## src/hw/rtl/esae_pkg.sv

```systemverilog
// esae_pkg: shared types and constants of the ethernet source address extractor
// used by esae_parser and ethernet_source_address_extractor_unit; no dependencies

package esae_pkg;

  localparam int unsigned MaxTagsDef       = 2;
  localparam int unsigned MaxFrameBytesDef = 2047;

  // frame layout, in bytes from the destination mac
  localparam int unsigned MacFirst   = 6;
  localparam int unsigned MacEnd     = 12;
  localparam int unsigned TypeStart  = 12;
  localparam int unsigned TagBytes   = 4;

  // sender address offsets from the first payload byte, and lengths
  localparam int unsigned Ipv4AddrOfs = 12;
  localparam int unsigned ArpAddrOfs  = 14;
  localparam int unsigned Ipv6AddrOfs = 8;
  localparam int unsigned Ipv4AddrLen = 4;
  localparam int unsigned Ipv6AddrLen = 16;

  localparam logic [15:0] LenMax       = 16'd1500;
  localparam logic [15:0] EtypeVlan    = 16'h8100;
  localparam logic [15:0] EtypeQinq    = 16'h88A8;
  localparam logic [15:0] EtypeVlanAlt = 16'h9100;
  localparam logic [15:0] EtypeIpv4    = 16'h0800;
  localparam logic [15:0] EtypeArp     = 16'h0806;
  localparam logic [15:0] EtypeIpv6    = 16'h86DD;

  localparam logic [31:0] V4MappedHi = 32'h0000FFFF;

  typedef enum logic [1:0] {
    PH_IDLE,
    PH_HEADER,
    PH_ADDR,
    PH_DONE
  } phase_e;

  typedef enum logic [2:0] {
    KIND_IPV4  = 3'd0,
    KIND_ARP   = 3'd1,
    KIND_IPV6  = 3'd2,
    KIND_LEN   = 3'd3,
    KIND_UNSUP = 3'd4,
    KIND_TRUNC = 3'd5
  } kind_e;

  typedef struct packed {
    logic [63:0] frame_time;
    kind_e       payload_kind;
    logic [63:0] ip_lower;
    logic [63:0] ip_upper;
    logic [47:0] source_mac;
  } result_t;

endpackage

```

## src/hw/rtl/ethernet_source_address_extractor_unit.sv

```systemverilog
// ethernet_source_address_extractor_unit: top level, byte stream in, one record per frame out
// depends on esae_pkg and esae_parser
//
// channel   dir  tdata                                       tuser         tlast
// s_axis    in   [7:0] data_byte, [71:8] capture_time        first_byte    last_byte
// m_axis    out  [47:0] source_mac, [111:48] ip_upper,       payload_kind  -
//                [175:112] ip_lower, [239:176] frame_time
//
// one byte per clock; the parse state updates in the cycle a byte transaction is taken
// a record appears on m_axis the cycle after the frame's last byte when the output
// register is free or draining, otherwise it waits in the skid entry
// output register plus one skid entry: bytes keep flowing while a record waits,
// s_axis stalls only when both hold a record
// rst_ni clears the valid flags and parser state; parsing resumes at the next first_byte

module ethernet_source_address_extractor_unit #(
  parameter int unsigned MAX_TAGS        = esae_pkg::MaxTagsDef,
  parameter int unsigned MAX_FRAME_BYTES = esae_pkg::MaxFrameBytesDef
) (
  input  logic          clk_i,
  input  logic          rst_ni,
  input  logic          s_axis_tvalid,
  output logic          s_axis_tready,
  input  logic [71:0]   s_axis_tdata,   // data_byte, capture_time
  input  logic          s_axis_tuser,   // first_byte
  input  logic          s_axis_tlast,   // last_byte
  output logic          m_axis_tvalid,
  input  logic          m_axis_tready,
  output logic [239:0]  m_axis_tdata,   // source_mac, ip_upper, ip_lower, frame_time
  output logic [2:0]    m_axis_tuser    // payload_kind
);

  logic              accept, pop;
  logic              res_valid;
  esae_pkg::result_t res;
  esae_pkg::result_t out_q, out_d, skid_q, skid_d;
  logic              out_valid_q, out_valid_d, skid_valid_q, skid_valid_d;

  assign s_axis_tready = !skid_valid_q;
  assign accept        = s_axis_tvalid && s_axis_tready;
  assign pop           = out_valid_q && m_axis_tready;

  esae_parser #(
    .MAX_TAGS        (MAX_TAGS),
    .MAX_FRAME_BYTES (MAX_FRAME_BYTES)
  ) u_parser (
    .clk_i          (clk_i),
    .rst_ni         (rst_ni),
    .accept_i       (accept),
    .data_byte_i    (s_axis_tdata[7:0]),
    .first_byte_i   (s_axis_tuser),
    .last_byte_i    (s_axis_tlast),
    .capture_time_i (s_axis_tdata[71:8]),
    .res_valid_o    (res_valid),
    .res_o          (res)
  );

  always_comb begin
    out_d        = out_q;
    skid_d       = skid_q;
    out_valid_d  = out_valid_q;
    skid_valid_d = skid_valid_q;
    if (skid_valid_q) begin
      // input is stalled here, so only drain
      if (pop) begin
        out_d        = skid_q;
        skid_valid_d = 1'b0;
      end
    end else if (res_valid) begin
      if (!out_valid_q || pop) begin
        out_d       = res;
        out_valid_d = 1'b1;
      end else begin
        skid_d       = res;
        skid_valid_d = 1'b1;
      end
    end else if (pop) begin
      out_valid_d = 1'b0;
    end
  end

  always_ff @(posedge clk_i or negedge rst_ni) begin
    if (!rst_ni) begin
      out_valid_q  <= 1'b0;
      skid_valid_q <= 1'b0;
    end else begin
      out_valid_q  <= out_valid_d;
      skid_valid_q <= skid_valid_d;
    end
  end

  always_ff @(posedge clk_i) begin
    out_q  <= out_d;
    skid_q <= skid_d;
  end

  assign m_axis_tvalid = out_valid_q;
  assign m_axis_tdata  = {out_q.frame_time, out_q.ip_lower, out_q.ip_upper, out_q.source_mac};
  assign m_axis_tuser  = out_q.payload_kind;

endmodule

```

## src/hw/rtl/esae_parser.sv

```systemverilog
// esae_parser: per-byte header parse state and result formation
// depends on esae_pkg

module esae_parser #(
  parameter int unsigned MAX_TAGS        = esae_pkg::MaxTagsDef,
  parameter int unsigned MAX_FRAME_BYTES = esae_pkg::MaxFrameBytesDef
) (
  input  logic              clk_i,
  input  logic              rst_ni,
  input  logic              accept_i,
  input  logic [7:0]        data_byte_i,
  input  logic              first_byte_i,
  input  logic              last_byte_i,
  input  logic [63:0]       capture_time_i,
  output logic              res_valid_o,
  output esae_pkg::result_t res_o
);

  localparam int unsigned POS_W = $clog2(MAX_FRAME_BYTES + 1);
  localparam int unsigned TAG_W = (MAX_TAGS > 0) ? $clog2(MAX_TAGS + 1) : 1;

  esae_pkg::phase_e phase_q, phase_d, phase_c, phase_n;
  esae_pkg::kind_e  kind_q, kind_d, kind_c;
  logic [POS_W-1:0] pos_q, pos_d, pos_c;
  logic [POS_W-1:0] afs_q, afs_d, afs_c;
  logic [TAG_W-1:0] tags_q, tags_d, tags_c;
  logic [7:0]       type_hi_q, type_hi_d, type_hi_c;
  logic [47:0]      mac_q, mac_d, mac_c;
  logic [127:0]     ip_q, ip_d, ip_c;
  logic [63:0]      time_q, time_d, time_c;

  logic [POS_W:0]   pos_x, afs_x, addr_end;
  logic [15:0]      type_word;
  logic             has_ip;

  always_comb begin
    // a first byte restarts the frame before the byte itself is parsed
    phase_c   = first_byte_i ? esae_pkg::PH_HEADER : phase_q;
    pos_c     = first_byte_i ? '0 : pos_q;
    afs_c     = first_byte_i ? POS_W'(esae_pkg::TypeStart) : afs_q;
    tags_c    = first_byte_i ? '0 : tags_q;
    type_hi_c = first_byte_i ? '0 : type_hi_q;
    mac_c     = first_byte_i ? '0 : mac_q;
    ip_c      = first_byte_i ? '0 : ip_q;
    kind_c    = first_byte_i ? esae_pkg::KIND_IPV4 : kind_q;
    time_c    = first_byte_i ? capture_time_i : time_q;

    phase_n   = phase_c;
    afs_d     = afs_c;
    tags_d    = tags_c;
    type_hi_d = type_hi_c;
    mac_d     = mac_c;
    ip_d      = ip_c;
    kind_d    = kind_c;
    time_d    = time_c;
    pos_d     = pos_c;

    pos_x     = {1'b0, pos_c};
    afs_x     = {1'b0, afs_c};
    type_word = {type_hi_c, data_byte_i};
    addr_end  = afs_x + ((kind_c == esae_pkg::KIND_IPV6) ?
                         (POS_W+1)'(esae_pkg::Ipv6AddrLen - 1) :
                         (POS_W+1)'(esae_pkg::Ipv4AddrLen - 1));

    if (phase_c != esae_pkg::PH_IDLE) begin
      if (pos_c >= POS_W'(esae_pkg::MacFirst) && pos_c < POS_W'(esae_pkg::MacEnd)) begin
        mac_d = {mac_c[39:0], data_byte_i};
      end

      unique case (phase_c)
        esae_pkg::PH_HEADER: begin
          if (pos_c == afs_c) begin
            type_hi_d = data_byte_i;
          end else if (pos_x == afs_x + 1'b1) begin
            priority if (type_word == esae_pkg::EtypeVlan || type_word == esae_pkg::EtypeQinq ||
                         type_word == esae_pkg::EtypeVlanAlt) begin
              if (tags_c < TAG_W'(MAX_TAGS)) begin
                tags_d = tags_c + 1'b1;
                afs_d  = afs_c + POS_W'(esae_pkg::TagBytes);
              end else begin
                kind_d  = esae_pkg::KIND_UNSUP;
                phase_n = esae_pkg::PH_DONE;
              end
            end else if (type_word <= esae_pkg::LenMax) begin
              kind_d  = esae_pkg::KIND_LEN;
              phase_n = esae_pkg::PH_DONE;
            end else if (type_word == esae_pkg::EtypeIpv4) begin
              kind_d  = esae_pkg::KIND_IPV4;
              afs_d   = pos_c + POS_W'(1 + esae_pkg::Ipv4AddrOfs);
              phase_n = esae_pkg::PH_ADDR;
            end else if (type_word == esae_pkg::EtypeArp) begin
              kind_d  = esae_pkg::KIND_ARP;
              afs_d   = pos_c + POS_W'(1 + esae_pkg::ArpAddrOfs);
              phase_n = esae_pkg::PH_ADDR;
            end else if (type_word == esae_pkg::EtypeIpv6) begin
              kind_d  = esae_pkg::KIND_IPV6;
              afs_d   = pos_c + POS_W'(1 + esae_pkg::Ipv6AddrOfs);
              phase_n = esae_pkg::PH_ADDR;
            end else begin
              kind_d  = esae_pkg::KIND_UNSUP;
              phase_n = esae_pkg::PH_DONE;
            end
          end
        end
        esae_pkg::PH_ADDR: begin
          if (pos_x >= afs_x && pos_x <= addr_end) begin
            ip_d = {ip_c[119:0], data_byte_i};
            if (pos_x == addr_end) begin
              if (kind_c != esae_pkg::KIND_IPV6) begin
                ip_d = {64'h0, esae_pkg::V4MappedHi, ip_d[31:0]};
              end
              phase_n = esae_pkg::PH_DONE;
            end
          end
        end
        default: begin
        end
      endcase

      if (pos_c < POS_W'(MAX_FRAME_BYTES)) begin
        pos_d = pos_c + 1'b1;
      end
    end

    res_valid_o = accept_i && (phase_c != esae_pkg::PH_IDLE) && last_byte_i;
    phase_d     = res_valid_o ? esae_pkg::PH_IDLE : phase_n;

    has_ip = (phase_n == esae_pkg::PH_DONE) && (kind_d <= esae_pkg::KIND_IPV6);
    res_o.source_mac   = mac_d;
    res_o.frame_time   = time_d;
    res_o.ip_upper     = has_ip ? ip_d[127:64] : '0;
    res_o.ip_lower     = has_ip ? ip_d[63:0] : '0;
    res_o.payload_kind = (phase_n == esae_pkg::PH_DONE) ? kind_d : esae_pkg::KIND_TRUNC;
  end

  always_ff @(posedge clk_i or negedge rst_ni) begin
    if (!rst_ni) begin
      phase_q   <= esae_pkg::PH_IDLE;
      pos_q     <= '0;
      afs_q     <= '0;
      tags_q    <= '0;
      type_hi_q <= '0;
      kind_q    <= esae_pkg::KIND_IPV4;
      mac_q     <= '0;
      ip_q      <= '0;
      time_q    <= '0;
    end else if (accept_i) begin
      phase_q   <= phase_d;
      pos_q     <= pos_d;
      afs_q     <= afs_d;
      tags_q    <= tags_d;
      type_hi_q <= type_hi_d;
      kind_q    <= kind_d;
      mac_q     <= mac_d;
      ip_q      <= ip_d;
      time_q    <= time_d;
    end
  end

endmodule
```

## config.mk

```make
export PLATFORM = sky130hd
export DESIGN_NAME = ethernet_source_address_extractor_unit
export DESIGN_NICKNAME = d
export VERILOG_FILES = /design/src/hw/rtl/esae_pkg.sv /design/src/hw/rtl/ethernet_source_address_extractor_unit.sv /design/src/hw/rtl/esae_parser.sv
export SDC_FILE = /design/constraint.sdc
export NUM_CORES = 1
export LEC_CHECK = 0
export CAP_MARGIN = 20
export CORE_AREA = 10 10 224 385
export DETAILED_ROUTE_END_ITERATION = 10
export DIE_AREA = 0 0 234 395
export DONT_BUFFER_PORTS = 1
export PLACE_DENSITY = 0.69
export SLEW_MARGIN = 20
export SYNTH_ARGS = -nofsm -noshare
export SYNTH_HDL_FRONTEND = slang
export SYNTH_SLANG_ARGS = --single-unit
```

## constraint.sdc

```tcl
create_clock -name clk_i -period 21.4 [get_ports clk_i]
set_clock_uncertainty 0.1 [all_clocks]
set_input_delay 4.28 -clock clk_i [delete_from_list [all_inputs] [get_ports clk_i]]
set_output_delay 4.28 -clock clk_i [all_outputs]
set_load 0.02 [all_outputs]
```

Word-level counts from Yosys, hierarchy flattened
Index checks and enable logic that the tools add are counted.

word-level totals
  ROM bits = 0
  bits in registers = 765
  memories kept = 0
  input port bits = 78
  latch bits = 0
  memory bits (writable) = 0

cells by class
  reduce and logical (&&, ||, !) cells = 19
  shifts and indexed selects = 0
  magnitude comparators = 8
  add/sub/neg operators = 8
  bitwise operators = 2
  eq/ne operators = 16
  multipliers = 0
  div/mod/pow operators = 0
  multiplexer cells = 75

operators by type and width
  operator                                                                               number
  243-bit 2-to-1 mux                                                                     4
  128-bit 2-to-1 mux                                                                     6
  64-bit 2-to-1 mux                                                                      3
  11-bit 2-to-1 mux                                                                      14
  48-bit 2-to-1 mux                                                                      3
  16-bit equality test (second input constant)                                           4
  2-bit 2-to-1 mux                                                                       19
  3-bit 2-to-1 mux                                                                       12
  11-bit by 4-bit adder with 11-bit output (second input constant)                       3
  16-bit by 12-bit equality test with 1-bit output (second input constant)               2
  8-bit 2-to-1 mux                                                                       4
  11-bit by 12-bit equality test with 1-bit output                                       2
  16-bit by 11-bit <= comparator with 1-bit output (second input constant)               1
  11-bit by 1-bit adder with 12-bit output (second input constant)                       1
  11-bit by 12-bit adder with 12-bit output                                              1
  11-bit by 12-bit <= comparator with 1-bit output                                       1
  11-bit by 1-bit adder with 11-bit output (second input constant)                       1
  11-bit by 3-bit adder with 11-bit output (second input constant)                       1
  11-bit equality test                                                                   1
  11-bit greater-or-equal comparator                                                     1
  11-bit by 3-bit greater-or-equal comparator with 1-bit output (second input constant)  1
  11-bit < comparator (second input constant)                                            1
  11-bit by 4-bit < comparator with 1-bit output (second input constant)                 1
  3-bit AND reduction                                                                    3
  17 further kinds                                                                       38

Logic depth before layout (Yosys ltp)
Gate-level depths: netlist of run 1.

  depth in word-level cells = 17
  depth in mapped cells = 23
  mapped depth without buffers = 17

Modules after synthesis
Synthesis of run 1 repeated with hierarchy kept, for this count alone.

second synthesis, totals
  cells, all modules = 2467
  area total of the unflattened synthesis = 35136.2 um^2

modules (own cells, without submodules)
  module                                  cells each  area each (um^2)  instances
  ethernet_source_address_extractor_unit  769         18461.5           1
  esae_parser                             1698        16674.7           1

Least setup slack after synthesis of run 1
No wires, ideal clock.

  kind = in2reg
  from = in s_axis_tuser
  to = reg out_q, in the netlist m_axis_tdata[0] (enable)
  buffers on the path = 4
  setup slack = 2.975 ns
  stages on the path = 10
  library setup time = 0.927 ns
  data arrival time = 17.398 ns
  path through = buf_4 > buf_2 > buf_2 > or2_2 > inv_1 > ha_1 > clkbuf_1 > nor2b_1 > nand2_1 > a21oi_1

between the ends
  longest elaborated chain between the ends = 6

ends and longest elaborated chain
  what                                  RTL line                                      source
  from (decl)                           ethernet_source_address_extractor_unit.sv:25  input logic s_axis_tuser,
  2-bit 2-to-1 mux                      esae_parser.sv:38                             phase_c = first_byte_i ? esae_pkg::PH_HEADER : phase_q;
  2-bit nonzero test                    esae_parser.sv:125                            res_valid_o = accept_i && (phase_c != esae_pkg::PH_IDLE) && last_byte_i;
  1-bit logical AND (2 in a row)        esae_parser.sv:125
  2-bit nonzero test (no source line)   n/a
  3-bit AND reduction (no source line)  n/a
  to (signal assigned)                  ethernet_source_address_extractor_unit.sv:93  out_q <= out_d;
  to (decl)                             ethernet_source_address_extractor_unit.sv:36  esae_pkg::result_t out_q, out_d, skid_q, skid_d;

No other way between the ends.
A chain may end at the register's enable or synchronous reset.

==> results.py, run 1 <==
metrics = {
    "sta": {
        "period_needed_ps": 9940,
        "timing.fmax_ghz": 0.101,
        "timing_worst_slew_pin_value_ps": 1060,
        "timing.slew.headroom_pct": 29.2,
        "finalCritPeriodShare_pct": 46.4,
        "report.final.setup_viol": 0,
        "slew_limit_fails": 0,
        "tns_setup_ps": 0,
        "rsz_0062_raised_after_global_routing": "false",
        "timing.final.hold_violations": 0,
    },
    "cells_and_area": {
        "mostFrequentLayoutCell": "nand2_1",
        "layout_common_cells": "nand2_1, edfxtp_1, dfrtp_1",
        "area_growth_syn_to_layout_pct": 9.02,
        "postLayoutCoreUtil_pct": 48.7,
        "drive_above_1_share_pct": 13.6,
        "nNetsFinal": 3123,
    },
    "setup_path": {
        "r2r_start": "u_parser.afs_q[4]$_DFFE_PN0P_",
        "setup.worst_path.end_class": "register",
        "critical_path_arrival_ps": 10300,
        "worst_ep_required_time_ps": 21760,
        "reg2reg_capture_point": "m_axis_tdata[125]$_DFFE_PP_",
        "regToRegSetupSlack_ps": 15580,
        "worst_setup_path_start_kind": "primary input",
        "worst_path_fanout_max": 211,
        "worst_r2r_path_depth": 15,
        "timing_worst_setup_path_type": "primary input to register",
    },
    "logic_synthesis": {
        "synth_nets": 3227,
        "synth_sequential_area_ratio_pct": 60.7,
        "synth.avg_cell_area_um2": 11.4,
        "postSynth.asyncResetShare_pct": 36.5,
        "netlist_area_um2": 35500,
        "ys_types": 76,
        "ys.flop_type": "edfxtp_1",
        "synth_seq_cells": 765,
        "synth-edff-count": 486,
        "synthCells": 3118,
        "synth_warn": 0,
    },
    "place": {
        "buffer_ports.inserted": 0,
        "detailedPlacementHpwl_um": 62200,
        "place.gp.congestion": 0.962,
    },
    "clock_tree": {
        "clk-insertion-delay-late_ps": 680,
        "tritoncts": "yes",
        "post-cts-setup-buffer-count": 0,
        "cts.clk_slew.worst_paths_ps": 70,
        "hold_buffers_post_cts": 0,
        "clock_sinks": 765,
        "h-tree-depth": 3,
        "clock_buffers_created_by_tritoncts": 74,
        "clockRootBuffer": "clkbuf_16",
        "cts_resized": 0,
        "clockBufferDepth": 3,
    },
    "hold_path": {
        "hold_crit_depth": 2,
        "worstHoldStart": "u_parser.phase_q[0]$_DFFE_PN0P_",
        "holdPathEnd": "u_parser.phase_q[0]$_DFFE_PN0P_",
        "worstHoldPathType": "register to register",
    },
    "outcome": {
        "run_status": "finished clean",
    },
    "routing": {
        "totalWireLength_um": 96800,
        "route.detailed.drc": 0,
        "drtAntennaViolNets": 0,
        "post_drt_via_cell_ratio": 5.64,
        "initialDrtViolationCount": 2191,
        "post_drt_wl_per_cell_um": 23.5,
        "vias": 23200,
        "firstDrtPassIters": 6,
    },
    "die": {
        "floorplan.rows": 137,
        "die_w_um": 234,
        "die_area_um2": 92400,
        "die_height_um": 395,
        "pin_count": 323,
        "initial_core_util_pct": 44.7,
        "core_region_area_um2": 79500,
    },
    "grt": {
        "grt_first_pass_wirelength_um": 146000,
        "grt.overflow.total": 0,
        "antenna_found_initial": 4,
        "global_route.usage.total_pct": 20.7,
        "grt_start_max_net_pins": 280,
        "grt_pass1_vias": 23000,
    },
    "pwr": {
        "leakagePower_uw": 0.0137,
        "power.ir.vdd_worst_mv": 0.162,
        "pwr_density_cell_nw_per_um2": 105,
    },
    "flow_run": {
        "cap_violations": 0,
    },
}
[worst max-delay path, cell delays in order]
cell	delay [ps]
clkinv_2	660
nand2_1	190
ha_1	300
a21oi_1	130
nor2_1	50
a21oi_1	320
nand3_1	150
xnor2_1	150
ha_1	330
nand2_1	90
or4_1	640
nor2_1	190
a41oi_1	210
a21bo_2	290
nand4_4	710
buf_4	710
o31ai_1	400
[area by class of cell]
cell class	count	area, µm²
Antenna cell	1	2.50
Clock buffer	105	2070
Fill cell	7069	40800
Clock inverter	33	374
Timing Repair Buffer	34	288
Multi-Input combinational cell	1994	12600
Inverter	145	547
Tap cell	1042	1300
Sequential cell	765	21600
[cells in the mapped netlist, types with 32 or more instances]
master	n	area share, %
nand2_1	644	6.8
edfxtp_1	486	41
dfrtp_1	279	20
o21ai_0	255	3.6
mux2_2	195	6.2
mux2i_1	165	4.6
nor2_1	153	1.6
clkbuf_1	150	1.6
inv_1	143	1.5
a22o_1	91	2.2
a21oi_1	51	0.72
nor3_1	49	0.69
or2_2	45	0.79
o31ai_1	42	0.89
buf_2	32	0.45
[stage by stage]
step	cell area [µm²]	worst slack, ps	total power [µW]	hold slack, ps	std cells
final	38700	11460	4060	372	4119
after global routing	38700	11390	4230	406	4118
after CTS	38700	12160	4100	375	4117
after detailed placement	36200	11420	2760	359	3979
after global placement	36200	11510	2750	351	3979
after floorplan	35500	2980	2610	335	3118
[metal layers]
metal	track usage [%]	wire, µm
met1	23.7	36600
met2	35.0	48400
met3	5.57	7460
met4	9.95	4320
met5	0	60
[where the power goes]
group	switching, µW	internal [µW]	total [µW]	leakage, µW
Sequential	259	1840	2100	0.00838
Clock	594	736	1330	0.00118
Combinational	419	206	625	0.00418
Total	1270	2790	4060	0.0137
[registers in the layout (all words and copies together) (netlist names)]
register and flops:
u_parser.kind_q 3, m_axis_tuser 3, u_parser.pos_q 11, skid_q 243
u_parser.afs_q 11, m_axis_tvalid 1, u_parser.type_hi_q 8, m_axis_tdata 240
u_parser.phase_q 2, u_parser.mac_q 48, skid_valid_q 1, u_parser.ip_q 128
u_parser.tags_q 2, u_parser.time_q 64
[worst max path at each step]
| stage | start | to |
|---|---|---|
| after floorplan | s_axis_tuser | m_axis_tdata[0]$_DFFE_PP_ |
| after global placement | s_axis_tuser | m_axis_tdata[129]$_DFFE_PP_ |
| after detailed placement | s_axis_tuser | m_axis_tdata[121]$_DFFE_PP_ |
| after CTS | s_axis_tuser | m_axis_tdata[125]$_DFFE_PP_ |
| after global routing | s_axis_tuser | m_axis_tdata[124]$_DFFE_PP_ |
| final | s_axis_tuser | m_axis_tdata[125]$_DFFE_PP_ |
[cell families (layout without fill, tap and decap cells)]
kind of cell	Yosys count	after routing	synth area share [%]
other cells	0	1	0
buf+inv	359	317	4.14
fa+ha+maj	31	31	1.09
xor+xnor	37	37	0.912
mux	360	360	10.8
compound gates	545	545	9.94
simple gates	1021	1021	12.3
flops	765	765	60.7
Note: power is estimated with default switching activity, not from simulation.
==> run 2: changes to the inputs <==
ABC_AREA = 1   (was unset)
CORE_AREA = 10 10 226 389   (was 10 10 224 385)
DIE_AREA = 0 0 236 399   (was 0 0 234 395)
clock period = 9.9 ns   (was 21.4 ns; I/O delays follow)
==> run 2 against run 1 <==
Net effect: highest routed layer is now met4; the run now ends with DRC left; hold slack better by 14 ps; critical path depth rose by 9; largest power group unchanged; clock-buffer cell count down 15; register-to-register slack worse by 12000 ps.
==> results.py, run 2 <==
metrics = {
    "cells_and_area": {
        "mostFrequentLayoutCell": "nand2_1",
        "post-route-cell-area_um2": 39600,
        "regMostFlops": "skid_q",
        "multiInputGateArea_um2": 12300,
        "layout_common_cells": "nand2_1, edfxtp_1, o21ai_0",
        "storage_element_area_um2": 21600,
        "largest_register_ff_count": 243,
        "drive_above_1_share_pct": 5.22,
        "nNetsFinal": 4034,
        "area_growth_syn_to_layout_pct": 8.97,
        "finalNonFillerCells": 5047,
        "num-fill-cells": 7583,
    },
    "clock_tree": {
        "post-cts-setup-buffer-count": 0,
        "clock_buffers_created_by_tritoncts": 74,
        "hold_buffers_post_cts": 0,
        "clk-insertion-delay-late_ps": 690,
        "clock_sinks": 765,
        "tritoncts": "yes",
        "cts_resized": 0,
        "clockRootBuffer": "clkbuf_16",
        "h-tree-depth": 3,
        "clockBufferDepth": 3,
        "cts.clk_slew.worst_paths_ps": 70,
    },
    "grt": {
        "global_route.usage.total_pct": 22.4,
        "gr-usage-met3_pct": 4.35,
        "grt.overflow.total": 0,
        "gr-usage-met2_pct": 38.6,
        "grt_use_met1_pct": 26.2,
        "grt_start_max_net_pins": 280,
        "antenna_found_initial": 3,
        "grt_first_pass_wirelength_um": 165000,
        "grt_most_used_layer": "met2",
        "grt_pass1_vias": 27300,
    },
    "logic_synthesis": {
        "synth-edff-count": 486,
        "synthCells": 4057,
        "synth.avg_cell_area_um2": 8.95,
        "ys_types": 49,
        "post-synth-top-count-cell": "nand2_1",
        "post-synth-top-area-fraction_pct": 40.2,
        "synth_sequential_area_ratio_pct": 59.4,
        "postSynth.asyncResetShare_pct": 36.5,
        "netlist_top_cells_area": "edfxtp_1, dfrtp_1, nand2_1",
        "synth_top_area_cell": "edfxtp_1",
        "ys.flop_type": "edfxtp_1",
        "synth_warn": 0,
        "netlist_area_um2": 36300,
        "synth_seq_cells": 765,
        "synth_nets": 4166,
        "synth_top_cells_by_count": "nand2_1, edfxtp_1, o21ai_0, inv_1, dfrtp_1",
    },
    "setup_path": {
        "cell_type_with_the_highest_occurrence_count_on_the_critical_path": "nand2_1",
        "critical_path_arrival_ps": 7460,
        "worst_setup_path_start_kind": "primary input",
        "timing_worst_setup_path_type": "primary input to register",
        "crit_path_top_delay_cell": "buf_4",
        "worst_ep_required_time_ps": 10250,
        "worst_path_largest_cell_delay_ps": 790,
        "worst_path_fanout_max": 188,
        "setup.worst_path.end_class": "register",
        "regToRegSetupSlack_ps": 3930,
    },
    "pwr": {
        "total_power_of_the_final_layout_uw": 9450,
        "leakagePower_uw": 0.0165,
        "power.ir.vdd_worst_mv": 0.206,
        "pwr_density_cell_nw_per_um2": 239,
    },
    "sta": {
        "final.setup.worst_slack_ps": 2800,
        "period_needed_ps": 7100,
        "slew_limit_fails": 0,
        "finalCritPeriodShare_pct": 71.7,
        "tns_setup_ps": 0,
        "timing_worst_slew_pin_value_ps": 1110,
        "report.final.setup_viol": 0,
        "timing.slew.headroom_pct": 26.0,
        "timing.final.hold_violations": 0,
        "rsz_0062_raised_after_global_routing": "false",
        "timing.fmax_ghz": 0.141,
    },
    "die": {
        "initial_core_util_pct": 44.5,
        "floorplan.rows": 139,
        "die_height_um": 399,
        "die_area_um2": 94200,
        "pin_count": 323,
        "die_w_um": 236,
        "core_region_area_um2": 81600,
    },
    "outcome": {
        "violations": "DRC",
        "run_status": "finished with violations",
    },
    "place": {
        "detailedPlacementHpwl_um": 68500,
        "buffer_ports.inserted": 0,
        "placed_cell_area_um2": 36900,
        "numPlacedInstances": 4904,
        "place.gp.congestion": 0.994,
        "pre_cts_slack_ps": 2240,
    },
    "routing": {
        "totalWireLength_um": 108000,
        "post_drt_wl_per_cell_um": 21.5,
        "drtAntennaViolNets": 0,
        "initialDrtViolationCount": 2562,
        "route.detailed.drc": 4,
        "post_drt_via_cell_ratio": 5.54,
        "vias": 28000,
        "firstDrtPassIters": 9,
    },
    "hold_path": {
        "worstHoldPathType": "register to register",
    },
    "flow_run": {
        "cap_violations": 0,
    },
}
run 2: cell count changes in the layout (fill, tap and decap cells not counted), sizes merged, moves of 30 or more:
cell / before / now
nand2: 644 / 1375
a22o: 91 / 0
o21ai: 257 / 472
a21oi: 51 / 120
o22ai: 9 / 39
inv: 149 / 394
nand4: 14 / 156
o31ai: 52 / 1
mux2: 195 / 0
mux2i: 165 / 0
nand3: 24 / 116
nor2: 153 / 239
or2: 46 / 2
run 2: path summary, 6_finish.rpt:
| path | cells after the start | startpoint | end |
|---|---|---|---|
| min | 2 | u_parser.time_q[63]$_DFFE_PN0P_ | u_parser.time_q[63]$_DFFE_PN0P_ |
| max in group asynchronous | 0 | rst_ni | u_parser.mac_q[20]$_DFFE_PN0P_ |
| min reg2reg | 2 | u_parser.time_q[63]$_DFFE_PN0P_ | u_parser.time_q[63]$_DFFE_PN0P_ |
| min in group asynchronous | 0 | rst_ni | u_parser.ip_q[113]$_DFFE_PN0P_ |
| max | 26 | s_axis_tuser | m_axis_tuser[2]$_DFFE_PP_ |
| max reg2reg | 27 | u_parser.kind_q[1]$_DFFE_PN0P_ | m_axis_tuser[2]$_DFFE_PP_ |
run 2: power by group:
group / switching [µW] / internal (µW)
Combinational: 1340 / 336
Sequential: 637 / 4060
Clock: 1320 / 1760
Total: 3290 / 6150
run 2: metrics by stage:
stage               hold WS [ps]  utilization (%)
finish                       387             48.5
global placement             364             45.2
CTS                          391             48.4
detailed placement           375             45.2
global route                 405             48.5
floorplan                    349                -
run 2: cells by family after synthesis:
logic type | synth area share (%)
DFF | 59.4
xor gates and xnor gates | 0.796
adders and majority gates | 1.07
AOI/OAI and AO/OA | 9.75
buffers and inverters | 6.97
and+or+nand+nor | 22.0
run 2: final cells by class:
type / instances / area share (%)
tap: 1057 / 3.34
timing repair buffer: 33 / 0.708
sequential: 765 / 54.5
antenna: 3 / 0.0190
inverter: 388 / 3.74
clock inverter: 48 / 1.58
multi-input combinational: 2663 / 31.0
clock buffer: 90 / 5.07
run 2: worst max-delay path: cells and delay by family:
kind	cells	cell delay [ps]
xor gates and xnor gates	1	150
adders and majority gates	1	330
buffers and inverters	5	2170
and+or+nand+nor	19	2640
run 2: routing by layer:
metal	share of wire, %	wire, µm
met1	38	41100
met2	50	54500
met3	7.4	8020
met4	4.3	4640
met5	0	0
